File: config.mk
export PLATFORM = sky130hd
export DESIGN_NAME = fault_circuit_breaker_top
export DESIGN_NICKNAME = d
export VERILOG_FILES = /design/src/hw/rtl/fcb_pkg.sv /design/src/hw/rtl/fcb_front.sv /design/src/hw/rtl/fcb_queue.sv /design/src/hw/rtl/fcb_back.sv /design/src/hw/rtl/fault_circuit_breaker_top.sv
export SDC_FILE = /design/constraint.sdc
export NUM_CORES = 1
export LEC_CHECK = 0
export BUFFER_PORTS_ARGS = -buffer_cell sky130_fd_sc_hd__buf_2
export CAP_MARGIN = 20
export CORE_UTILIZATION = 56
export CTS_BUF_LIST = sky130_fd_sc_hd__clkbuf_8
export CTS_CLUSTER_SIZE = 24
export DETAILED_ROUTE_END_ITERATION = 10
export HOLD_SLACK_MARGIN = 0.08
export PLACE_DENSITY = 0.9
export SYNTH_ARGS = -nofsm -noshare
export SYNTH_HDL_FRONTEND = slang
export SYNTH_SLANG_ARGS = --single-unit
File: constraint.sdc
create_clock -name aclk -period 5.4 [get_ports aclk]
set_input_delay 0.54 -clock aclk [delete_from_list [all_inputs] [get_ports aclk]]
set_output_delay 0.54 -clock aclk [all_outputs]
set_load 0.02 [all_outputs]
File: src/hw/rtl/fcb_pkg.sv
package fcb_pkg;

    // Width of the modular millisecond timer.
    localparam int TimeBits = 48;

    // Failure count saturates at this value.
    localparam logic [15:0] CountMax = 16'hFFFF;

    // Successes in a row while half-open that close the breaker.
    localparam logic [1:0] HalfOpenCloseRun = 2'd3;

    // Reset values of the configuration registers.
    localparam logic [15:0] FailureLimitReset = 16'd5;
    localparam logic [31:0] RecoveryTimeReset = 32'd30000;

    // Register indexes on the configuration port, taken from paddr[2].
    localparam logic RegFailureLimit = 1'b0;
    localparam logic RegRecoveryTime = 1'b1;

    // Depth of the queue between the front and back parts.
    localparam int QueueDepth   = 2;
    localparam int QueuePtrBits = 1;
    localparam int QueueCntBits = 2;

    // Event kinds as carried on the input tuser field.
    typedef enum logic [1:0] {
        CMD_QUERY   = 2'd0,
        CMD_SUCCESS = 2'd1,
        CMD_FAILURE = 2'd2,
        CMD_CLEAR   = 2'd3
    } cmd_t;

    // Breaker states as reported on the result channel.
    typedef enum logic [1:0] {
        MODE_CLOSED = 2'd0,
        MODE_OPEN   = 2'd1,
        MODE_HALF   = 2'd2
    } mode_t;

    // One classified event, as it travels from front to back.
    typedef struct packed {
        cmd_t                kind;
        logic [TimeBits-1:0] now;
    } op_t;

    // Configuration values seen by the back part.
    typedef struct packed {
        logic [15:0] failure_limit;
        logic [31:0] recovery_time;
    } cfg_t;

endpackage

File: src/hw/rtl/fcb_front.sv
module fcb_front (
    input  logic             aclk,
    input  logic             aresetn,
    input  logic             in_valid,
    output logic             in_ready,
    input  logic [1:0]       in_cmd,
    input  logic [47:0]      in_now,
    output logic             out_valid,
    input  logic             out_ready,
    output fcb_pkg::op_t     out_op
);

    logic         valid_reg;
    logic         valid_next;
    fcb_pkg::op_t op_reg;
    fcb_pkg::op_t op_next;
    fcb_pkg::cmd_t kind;

    // Classify the event kind; every 2-bit code names a kind.
    always_comb begin
        kind = fcb_pkg::cmd_t'(in_cmd);
    end

    // The input stage takes a new item whenever its content moves on.
    assign in_ready  = !valid_reg || out_ready;
    assign out_valid = valid_reg;
    assign out_op    = op_reg;

    always_comb begin
        valid_next = valid_reg;
        op_next    = op_reg;
        if (in_ready) begin
            valid_next = in_valid;
            if (in_valid) begin
                op_next.kind = kind;
                op_next.now  = in_now[fcb_pkg::TimeBits-1:0];
            end
        end
    end

    always_ff @(posedge aclk) begin
        if (!aresetn) begin
            valid_reg <= 1'b0;
        end else begin
            valid_reg <= valid_next;
        end
        op_reg <= op_next;
    end

endmodule

File: src/hw/rtl/fcb_queue.sv
module fcb_queue (
    input  logic         aclk,
    input  logic         aresetn,
    input  logic         push_valid,
    output logic         push_ready,
    input  fcb_pkg::op_t push_op,
    output logic         pop_valid,
    input  logic         pop_ready,
    output fcb_pkg::op_t pop_op
);

    fcb_pkg::op_t mem [fcb_pkg::QueueDepth];

    logic [fcb_pkg::QueuePtrBits-1:0] wr_ptr_reg;
    logic [fcb_pkg::QueuePtrBits-1:0] wr_ptr_next;
    logic [fcb_pkg::QueuePtrBits-1:0] rd_ptr_reg;
    logic [fcb_pkg::QueuePtrBits-1:0] rd_ptr_next;
    logic [fcb_pkg::QueueCntBits-1:0] count_reg;
    logic [fcb_pkg::QueueCntBits-1:0] count_next;
    logic                             push;
    logic                             pop;

    assign push_ready = count_reg != fcb_pkg::QueueCntBits'(fcb_pkg::QueueDepth);
    assign pop_valid  = count_reg != '0;
    assign pop_op     = mem[rd_ptr_reg];
    assign push       = push_valid && push_ready;
    assign pop        = pop_valid && pop_ready;

    // Pointer and fill count update.
    always_comb begin
        wr_ptr_next = push ? wr_ptr_reg + 1'b1 : wr_ptr_reg;
        rd_ptr_next = pop ? rd_ptr_reg + 1'b1 : rd_ptr_reg;
        count_next  = count_reg;
        if (push && !pop) begin
            count_next = count_reg + 1'b1;
        end else if (pop && !push) begin
            count_next = count_reg - 1'b1;
        end
    end

    always_ff @(posedge aclk) begin
        if (!aresetn) begin
            wr_ptr_reg <= '0;
            rd_ptr_reg <= '0;
            count_reg  <= '0;
        end else begin
            wr_ptr_reg <= wr_ptr_next;
            rd_ptr_reg <= rd_ptr_next;
            count_reg  <= count_next;
        end
    end

    // Entry storage.
    always_ff @(posedge aclk) begin
        if (push) begin
            mem[wr_ptr_reg] <= push_op;
        end
    end

    // The fill count never passes the depth.
    assert property (@(posedge aclk) disable iff (!aresetn)
        count_reg <= fcb_pkg::QueueCntBits'(fcb_pkg::QueueDepth))
        else $error("queue count above depth");

endmodule

File: src/hw/rtl/fcb_back.sv
module fcb_back (
    input  logic          aclk,
    input  logic          aresetn,
    input  fcb_pkg::cfg_t cfg,
    input  logic          op_valid,
    output logic          op_ready,
    input  fcb_pkg::op_t  op,
    output logic          res_valid,
    input  logic          res_ready,
    output logic [1:0]    res_state,
    output logic          res_allowed
);

    fcb_pkg::mode_t                mode_reg;
    fcb_pkg::mode_t                mode_next;
    logic [15:0]                   count_reg;
    logic [15:0]                   count_next;
    logic [1:0]                    run_reg;
    logic [1:0]                    run_next;
    logic [fcb_pkg::TimeBits-1:0]  last_reg;
    logic [fcb_pkg::TimeBits-1:0]  last_next;
    logic                          res_valid_reg;
    logic                          res_valid_next;
    logic [1:0]                    res_state_reg;
    logic [1:0]                    res_state_next;
    logic                          res_allowed_reg;
    logic                          res_allowed_next;
    logic                          take;
    logic [fcb_pkg::TimeBits-1:0]  elapsed;
    logic [15:0]                   count_inc;
    logic [1:0]                    run_inc;

    // An item is carried out when the result register is free or draining.
    assign op_ready    = !res_valid_reg || res_ready;
    assign take        = op_valid && op_ready;
    assign res_valid   = res_valid_reg;
    assign res_state   = res_state_reg;
    assign res_allowed = res_allowed_reg;

    assign elapsed   = op.now - last_reg;
    assign count_inc = (count_reg == fcb_pkg::CountMax) ? count_reg : count_reg + 16'd1;
    assign run_inc   = run_reg + 2'd1;

    // Breaker state update for one event.
    always_comb begin
        mode_next  = mode_reg;
        count_next = count_reg;
        run_next   = run_reg;
        last_next  = last_reg;
        if (take) begin
            case (op.kind)
                fcb_pkg::CMD_QUERY: begin
                    if (mode_reg == fcb_pkg::MODE_OPEN &&
                        elapsed >= fcb_pkg::TimeBits'(cfg.recovery_time)) begin
                        mode_next = fcb_pkg::MODE_HALF;
                    end
                end
                fcb_pkg::CMD_SUCCESS: begin
                    if (mode_reg == fcb_pkg::MODE_HALF) begin
                        run_next = run_inc;
                        if (run_inc >= fcb_pkg::HalfOpenCloseRun) begin
                            mode_next  = fcb_pkg::MODE_CLOSED;
                            count_next = '0;
                            run_next   = '0;
                        end
                    end else if (count_reg != '0) begin
                        count_next = count_reg - 16'd1;
                    end
                end
                fcb_pkg::CMD_FAILURE: begin
                    count_next = count_inc;
                    last_next  = op.now;
                    run_next   = '0;
                    if (count_inc >= cfg.failure_limit) begin
                        mode_next = fcb_pkg::MODE_OPEN;
                    end
                end
                default: begin
                    mode_next  = fcb_pkg::MODE_CLOSED;
                    count_next = '0;
                    run_next   = '0;
                    last_next  = '0;
                end
            endcase
        end
    end

    // Result register, loaded with the state after the event.
    always_comb begin
        res_valid_next   = res_valid_reg;
        res_state_next   = res_state_reg;
        res_allowed_next = res_allowed_reg;
        if (op_ready) begin
            res_valid_next = op_valid;
            if (op_valid) begin
                res_state_next   = mode_next;
                res_allowed_next = mode_next != fcb_pkg::MODE_OPEN;
            end
        end
    end

    always_ff @(posedge aclk) begin
        if (!aresetn) begin
            mode_reg      <= fcb_pkg::MODE_CLOSED;
            count_reg     <= '0;
            run_reg       <= '0;
            last_reg      <= '0;
            res_valid_reg <= 1'b0;
        end else begin
            mode_reg      <= mode_next;
            count_reg     <= count_next;
            run_reg       <= run_next;
            last_reg      <= last_next;
            res_valid_reg <= res_valid_next;
        end
        res_state_reg   <= res_state_next;
        res_allowed_reg <= res_allowed_next;
    end

    // The half-open success run closes before it can reach three.
    assert property (@(posedge aclk) disable iff (!aresetn)
        run_reg != fcb_pkg::HalfOpenCloseRun)
        else $error("success run reached close value");

    // A clear event leaves the breaker closed with both counts at zero.
    assert property (@(posedge aclk) disable iff (!aresetn)
        take && op.kind == fcb_pkg::CMD_CLEAR |=>
        mode_reg == fcb_pkg::MODE_CLOSED && count_reg == '0 && run_reg == '0)
        else $error("clear did not reset breaker");

    // A failure that reaches the limit opens the breaker and reports it.
    assert property (@(posedge aclk) disable iff (!aresetn)
        take && op.kind == fcb_pkg::CMD_FAILURE && count_inc >= cfg.failure_limit |=>
        mode_reg == fcb_pkg::MODE_OPEN && res_valid_reg && !res_allowed_reg)
        else $error("failure at limit did not open breaker");

endmodule

File: src/hw/rtl/fault_circuit_breaker_top.sv
// Three-state fault circuit breaker (closed, open, half-open). Each input item
// is one event (tuser: 0 query, 1 success, 2 failure, 3 clear) with a
// millisecond timestamp in tdata; each event gives exactly one result item
// with the state after the event and whether calls are allowed. The block
// takes one item per clock cycle while the result channel is not stalled:
// the event is classified in an input register, passes a two-entry queue
// and is carried out by the state update into a result register. The
// limit on that rate is the one state update per cycle, whose path holds
// a 48-bit subtract and compare against the recovery time. The two
// configuration registers sit at byte addresses 0 (failure limit) and 4
// (recovery time in ms); address bits below bit 2 are ignored, pready is
// always high, and writes are meant for times when no event is in flight.
module fault_circuit_breaker_top (
    input  logic        aclk,
    input  logic        aresetn,
    // Input channel.
    input  logic        s_tvalid,
    output logic        s_tready,
    input  logic [47:0] s_tdata,   // [47:0] now_time
    input  logic [1:0]  s_tuser,   // [1:0] cmd
    // Result channel.
    output logic        m_tvalid,
    input  logic        m_tready,
    output logic [7:0]  m_tdata,   // [1:0] breaker_state, [2] allowed, [7:3] zero
    // Configuration port.
    input  logic        psel,
    input  logic        penable,
    input  logic        pwrite,
    input  logic [2:0]  paddr,
    input  logic [31:0] pwdata,
    output logic [31:0] prdata,
    output logic        pready
);

    logic [15:0]   failure_limit_reg;
    logic [15:0]   failure_limit_next;
    logic [31:0]   recovery_time_reg;
    logic [31:0]   recovery_time_next;
    logic          cfg_write;
    fcb_pkg::cfg_t cfg;

    logic          front_valid;
    logic          front_ready;
    fcb_pkg::op_t  front_op;
    logic          queue_valid;
    logic          queue_ready;
    fcb_pkg::op_t  queue_op;
    logic [1:0]    res_state;
    logic          res_allowed;

    // Configuration registers.
    assign pready    = 1'b1;
    assign cfg_write = psel && penable && pwrite && pready;

    always_comb begin
        failure_limit_next = failure_limit_reg;
        recovery_time_next = recovery_time_reg;
        if (cfg_write) begin
            case (paddr[2])
                fcb_pkg::RegFailureLimit: failure_limit_next = pwdata[15:0];
                fcb_pkg::RegRecoveryTime: recovery_time_next = pwdata;
                default: ;
            endcase
        end
    end

    always_ff @(posedge aclk) begin
        if (!aresetn) begin
            failure_limit_reg <= fcb_pkg::FailureLimitReset;
            recovery_time_reg <= fcb_pkg::RecoveryTimeReset;
        end else begin
            failure_limit_reg <= failure_limit_next;
            recovery_time_reg <= recovery_time_next;
        end
    end

    // Register read-back.
    always_comb begin
        case (paddr[2])
            fcb_pkg::RegFailureLimit: prdata = {16'd0, failure_limit_reg};
            fcb_pkg::RegRecoveryTime: prdata = recovery_time_reg;
            default:                  prdata = '0;
        endcase
    end

    assign cfg.failure_limit = failure_limit_reg;
    assign cfg.recovery_time = recovery_time_reg;

    fcb_front u_front (
        .aclk      (aclk),
        .aresetn   (aresetn),
        .in_valid  (s_tvalid),
        .in_ready  (s_tready),
        .in_cmd    (s_tuser),
        .in_now    (s_tdata),
        .out_valid (front_valid),
        .out_ready (front_ready),
        .out_op    (front_op)
    );

    fcb_queue u_queue (
        .aclk       (aclk),
        .aresetn    (aresetn),
        .push_valid (front_valid),
        .push_ready (front_ready),
        .push_op    (front_op),
        .pop_valid  (queue_valid),
        .pop_ready  (queue_ready),
        .pop_op     (queue_op)
    );

    fcb_back u_back (
        .aclk        (aclk),
        .aresetn     (aresetn),
        .cfg         (cfg),
        .op_valid    (queue_valid),
        .op_ready    (queue_ready),
        .op          (queue_op),
        .res_valid   (m_tvalid),
        .res_ready   (m_tready),
        .res_state   (res_state),
        .res_allowed (res_allowed)
    );

    assign m_tdata = {5'd0, res_allowed, res_state};

endmodule
==> results.json, run 1 <==
{
  "syn_inst": 1670,
  "place_area_sq_um": 16600,
  "finalSetupViolCount": 0,
  "drt-total-wl_mm": 39.9,
  "synthArstFlopShare_pct": 0,
  "cts.clk_slew.worst_paths_ns": 0.06,
  "io_pins": 135,
  "cts.sinks": 276,
  "yosys_register_bits": 276,
  "reg2reg_depth": 22,
  "worst_hold_slack_ns": 0.151,
  "worstPathArrival_ns": 5.45,
  "core_area_sq_um": 27000,
  "synth_edf_count": 153,
  "holdCritPathClass": "in2reg",
  "grt.busiest_layer": "met2",
  "clk_latency_ns": 0.56,
  "fin_crit_sh_pct": 95.6,
  "layout.nets": 2021,
  "max_stage_delay_ns": 0.43,
  "fin_skew_ns": 0.0152,
  "max-vdd-ir-drop_v": 0.000289,
  "vias": 12813,
  "min_from": "s_tdata[1]",
  "fmax_ghz": 0.194,
  "grtUsageMet3_pct": 3.69,
  "min_to": "u_front.out_op[1]$_DFFE_PP_",
  "layout_common_cells": "nand2_1, a21oi_1, edfxtp_1",
  "relSlewSlack_pct": 38.0,
  "grt_max_degree": 70,
  "critPathLaunchType": "register",
  "grt-ovfl-total": 0,
  "cts_tree": "done",
  "htreeDepth": 2,
  "layout-drive-gt1-share_pct": 19.7,
  "switchingPower_uw": 3320,
  "place_hpwl_mm": 28.7,
  "syn_to_final_growth_pct": 15.1,
  "antenna_cells": 0,
  "use_met1_pct": 35.9,
  "cts.hold.buffers_added": 0,
  "final_area_sq_um": 17700,
  "yosysSeqAreaShare_pct": 45.8,
  "grt_pass1_wl_mm": 62.7,
  "cts-root-buf": "clkbuf_8",
  "numCtsBuffers": 45,
  "power.internal_uw": 5090,
  "port_buffers": 126,
  "firstDrtPassIters": 5,
  "avgSynthCellArea_sq_um": 9.23,
  "status": "finished clean",
  "drc": 0,
  "die-height_um": 168,
  "p_clk_share_pct": 22.0,
  "grt_usage_pct": 27.8,
  "dr.first_iter.drc_count": 994,
  "grt_pass1_vias": 12589,
  "worstMarginPinSlew_ns": 0.930,
  "critPathKind": "reg2reg",
  "r2r_end": "u_back.res_allowed$_DFFE_PP_",
  "yosysWarnings": 0,
  "netlist_area_sq_um": 15400,
  "cp_slowest_cell": "dfxtp_4",
  "dieArea_sq_um": 28200,
  "largest_register_ffs": 100,
  "rows": 60,
  "path_common_cell": "o211ai_1",
  "powerDensity_nw_per_um2": 474,
  "ys.flop_type": "edfxtp_1",
  "rrSetupSlack_ns": 0.24,
  "start_util_pct": 57.2,
  "path_max_fanout": 7,
  "ant_nets": 0,
  "pwr-share-comb_pct": 47.8,
  "layout_min_cycle_time_ns": 5.16,
  "final_common_cell": "nand2_1",
  "ys_types": 82,
  "avgViaCountPerCell": 5.82,
  "final_hold_viol_count": 0,
  "antenna_found_initial": 0,
  "die_width_um": 168,
  "critPathCaptureType": "register",
  "p_seq_share_pct": 30.2,
  "clock_path_buffers": 3,
  "gp_congestion": 0.928,
  "worstPathRequired_ns": 5.68,
  "cellLeakagePower_uw": 0.00675,
  "slew_violations": 0,
  "critical_path.cell_chain": "clkbuf_16 -> mux2_2 -> ha_1 -> o211ai_1 -> a21oi_2 -> o21a_1 -> nor2_1 -> nor2_1 -> a21oi_1 -> buf_4 -> xnor2_1 -> ha_1 -> a211o_1 -> o211ai_1 -> a21oi_1 -> o211ai_1 -> o2111a_1 -> nand4_1 -> a2111oi_2 -> nand4b_1 -> nor4_2 -> o21ai_0",
  "max-cap-violations": 0,
  "detail_route.wl_per_cell_um": 18.1,
  "holdPathStages": 1,
  "met2_usage_pct": 47.3,
  "swShare_pct": 39.5
}
-- cells by family after synthesis --
family	after synthesis	synth area share [%]
xor gates and xnor gates	62	3.52
buffers and inverters	210	5.58
AOI/OAI and AO/OA	389	15.5
adders and majority gates	105	8.57
muxes	54	3.91
other	2	0.0487
DFF	276	45.8
and+or+nand+nor	572	17.1
-- critical path: cells and delay by family (launching register included) --
family	cells	cell delay (ns)
muxes	1	0.36
DFF	1	0.43
buffers and inverters	2	0.36
and+or+nand+nor	5	0.93
xor gates and xnor gates	1	0.26
adders and majority gates	2	0.64
AOI/OAI and AO/OA	11	1.90
-- what timing repair did --
| action | 4_1_cts | 5_1_grt |
|---|---|---|
| endpoints found under the setup margin | 2 | 5 |
| endpoints found under the hold margin | 0 | 0 |
| cloned | 0 | 2 |
| gates resized for setup | 1 | 35 |
| buffers inserted | 0 | 4 |
| pin swaps | 0 | 14 |
-- power groups by stage --
stage / sequential [uW] / combinational, uW / clock (uW)
2_1_floorplan: 2530 / 2710 / 0
3_3_place_gp: 2550 / 3690 / 0
3_5_place_dp: 2560 / 3800 / 0
4_1_cts: 2520 / 3840 / 1890
5_1_grt: 2550 / 4400 / 1970
6_report: 2540 / 4020 / 1850
-- worst max path at each step --
stage              from                       endpoint  slack, ns  cells past startpoint
5_1_grt        register   u_back.res_allowed$_DFFE_PP_      -0.05                     22
3_5_place_dp   register  u_back.res_state[1]$_DFFE_PP_       0.01                     22
4_1_cts        register  u_back.res_state[1]$_DFFE_PP_      -0.01                     22
3_3_place_gp   register  u_back.mode_reg[0]$_SDFF_PN0_       0.14                     21
2_1_floorplan  register  u_back.mode_reg[0]$_SDFF_PN0_       0.24                     23
6_report       register   u_back.res_allowed$_DFFE_PP_       0.24                     22
-- through the flow --
step | util (%) | setup slack (ns) | TNS, ns | total power (uW) | instances
3_3_place_gp | 61.5 | 0.141 | 0 | 6240 | 2111
4_1_cts | 65.1 | -0.0128 | -0.0128 | 8250 | 2196
5_1_grt | 65.8 | -0.0546 | -0.134 | 8930 | 2202
2_1_floorplan | - | 0.239 | 0 | 5240 | 1674
6_report | 65.8 | 0.237 | 0 | 8410 | 2202
3_5_place_dp | 61.6 | 0.0118 | 0 | 6370 | 2112
-- layout make-up --
type	count	area, sq um
inverters	117	440
flip-flops and latches	276	7060
repair buffers	196	1220
clock inverters	30	199
well taps	341	427
fillers	2099	9210
multi-input cells	1188	7650
clock buffers	54	743
-- cell usage after synthesis, drive strengths merged, types with 36 or more instances --
cell type | n | area (sq um)
mux2 | 49 | 552
nand3 | 72 | 365
nor2 | 115 | 432
nor3 | 36 | 180
a21oi | 193 | 985
ha | 104 | 1300
edfxtp | 153 | 4590
nand2 | 239 | 900
clkbuf | 58 | 218
o21ai | 78 | 405
inv | 116 | 435
dfxtp | 123 | 2460
-- metal layers --
layer	part of all wire, %	wire length (um)
met5	0	0
met4	3.1	1240
met3	5.8	2300
met2	47	18800
met1	44	17500
Note: power is estimated with default switching activity, not from simulation.
==> run 2, diff against run 1 <==
--- a/config.mk
+++ b/config.mk
@@ -7,6 +7,7 @@
 export LEC_CHECK = 0
 export BUFFER_PORTS_ARGS = -buffer_cell sky130_fd_sc_hd__buf_2
 export CAP_MARGIN = 20
+export CORE_MARGIN = 1.5
 export CORE_UTILIZATION = 56
 export CTS_BUF_LIST = sky130_fd_sc_hd__clkbuf_8
 export CTS_CLUSTER_SIZE = 24
==> run 2 against run 1 <==
Against the previous run: final area up 0.85%; count of clock-buffer cells in the layout is 4 lower; flip-flop and latch count unchanged; worst setup slack worse by 0.13 ns; combinational power rose by 3%; final cell count up 0.36%; register-to-register slack lost 0.13 ns; non-clock buffer count grew 9; global-route usage grew 0.16 points; sequential power hardly changed; total power rose by 0.68%.
==> results.json, run 2 (synthesized netlist as in run 1, its figures left out) <==
{
  "gp_congestion": 0.962,
  "n_fill_cell": 2121,
  "finalSetupViolCount": 0,
  "worstPathRequired_ns": 5.81,
  "max-cap-violations": 0,
  "port_buffers": 126,
  "core_area_sq_um": 27000,
  "layout.nets": 2030,
  "firstDrtPassIters": 6,
  "path_max_fanout": 14,
  "critPathCapture": "u_back.mode_reg[1]$_SDFF_PN0_",
  "drc": 0,
  "r2r_end": "u_back.mode_reg[1]$_SDFF_PN0_",
  "layout-drive-gt1-share_pct": 21.4,
  "critPathKind": "reg2reg",
  "critPathCaptureType": "register",
  "grt_pass1_vias": 12537,
  "fin_skew_ns": 0.0295,
  "layout_min_cycle_time_ns": 5.29,
  "start_util_pct": 57.2,
  "numCtsBuffers": 45,
  "io_pins": 135,
  "clock_path_buffers": 3,
  "detail_route.wl_per_cell_um": 18.5,
  "cts_tree": "done",
  "powerDensity_nw_per_um2": 473,
  "postLayoutCoreUtil_pct": 66.4,
  "critPathLaunchType": "register",
  "worstPathArrival_ns": 5.70,
  "dieArea_sq_um": 28500,
  "ant_nets": 0,
  "die-height_um": 169,
  "cts.sinks": 276,
  "multi_input_area_sq_um": 7800,
  "cts.clk_slew.worst_paths_ns": 0.06,
  "place_area_sq_um": 16600,
  "worstMarginPinSlew_ns": 0.909,
  "reg2reg_depth": 21,
  "rows": 60,
  "die_width_um": 169,
  "regArea_sq_um": 7060,
  "antenna_found_initial": 0,
  "drt-total-wl_mm": 41.0,
  "final_common_cell": "nand2_1",
  "cts-root-buf": "clkbuf_8",
  "slew_violations": 0,
  "dr.first_iter.drc_count": 1061,
  "htreeDepth": 2,
  "fin_crit_sh_pct": 98.0,
  "cellLeakagePower_uw": 0.00677,
  "grt-ovfl-total": 0,
  "largest_register_ffs": 100,
  "status": "finished clean",
  "avgViaCountPerCell": 5.89,
  "antenna_cells": 0,
  "place_hpwl_mm": 29.5,
  "syn_to_final_growth_pct": 16.1,
  "max-vdd-ir-drop_v": 0.000255,
  "holdCritPathClass": "in2reg",
  "fmax_ghz": 0.189,
  "rrSetupSlack_ns": 0.11,
  "vias": 13007,
  "clk_latency_ns": 0.57,
  "relSlewSlack_pct": 39.3,
  "final_hold_viol_count": 0,
  "grt_max_degree": 65,
  "grt_usage_pct": 28.0,
  "final_area_sq_um": 17900,
  "layout_common_cells": "nand2_1, a21oi_1, edfxtp_1",
  "grt_pass1_wl_mm": 63.5
}
run 2: changes by cell type in the layout (fill, tap and decap cells not counted), sizes merged:
| cell | change |
|---|---|
| clkbuf | -4 |
| bufinv | -1 |
| clkinvlp | -1 |
| clkinv | +10 |
| inv | -5 |
| buf | +9 |
run 2: report_power, final:
part           switching [uW]  internal (uW)  total (uW)
Sequential                120           2420        2540
Clock                     818            947        1770
Combinational            2450           1710        4160
run 2: cell type report:
| type | instances | share of cell area (%) |
|---|---|---|
| timing repair buffer | 205 | 7.20 |
| clock inverter | 33 | 1.06 |
| multi-input combinational | 1188 | 43.6 |
| clock buffer | 50 | 3.85 |
| sequential | 276 | 39.5 |
| tap | 341 | 2.38 |
| inverter | 117 | 2.45 |
run 2: repair_timing:
item,4_1_cts,5_1_grt
setup endpoints to repair,3,5
gates resized for setup,5,62
cloned,0,3
hold buffers,0,0
buffers inserted,0,8
pin swaps,1,22
run 2: metal layers:
metal	GRT usage (%)	wire length, um
met2	47.1	19600
met4	11.6	1500
met3	3.83	2790
met1	36.5	17100
met5	0	0
run 2: stage by stage:
step / setup TNS [ns] / instances / worst slack (ns) / total power (uW) / hold WS [ns]
CTS: 0 / 2199 / 0.00285 / 8170 / 0.127
global placement: 0 / 2115 / 0.116 / 6240 / 0.423
global route: -0.291 / 2210 / -0.133 / 9000 / 0.133
detailed placement: -0.193 / 2116 / -0.0832 / 6370 / 0.430
finish: 0 / 2210 / 0.107 / 8470 / 0.142
floorplan: 0 / 1674 / 0.239 / 5240 / 0.421
run 2: worst min-delay path by stage:
stage | from | to | slack (ns) | depth (start not counted)
detailed placement | u_front.out_op[6]$_DFFE_PP_ | u_queue.mem[1][6]$_DFFE_PP_ | 0.43 | 0
CTS | s_tdata[22] | u_front.out_op[22]$_DFFE_PP_ | 0.13 | 1
global placement | u_front.out_op[22]$_DFFE_PP_ | u_queue.mem[0][22]$_DFFE_PP_ | 0.42 | 0
finish | s_tdata[2] | u_front.out_op[2]$_DFFE_PP_ | 0.14 | 1
floorplan | u_front.out_op[0]$_DFFE_PP_ | u_queue.mem[0][0]$_DFFE_PP_ | 0.42 | 0
global route | s_tdata[0] | u_front.out_op[0]$_DFFE_PP_ | 0.13 | 1
run 2: worst max-delay path, cell delays in order, from the launching register on:
cell,delay [ns]
dfxtp_4,0.45
clkbuf_16,0.20
buf_4,0.27
mux2_2,0.39
ha_1,0.39
a21oi_1,0.34
o21ai_0,0.32
inv_1,0.19
nand3_2,0.10
xor2_1,0.17
ha_1,0.20
a21oi_2,0.13
o221ai_1,0.12
a31oi_1,0.16
nand4_1,0.14
nor4_2,0.26
nand4_1,0.13
a2111oi_2,0.25
nand4b_1,0.27
nor4b_2,0.41
buf_4,0.17
o32ai_1,0.06
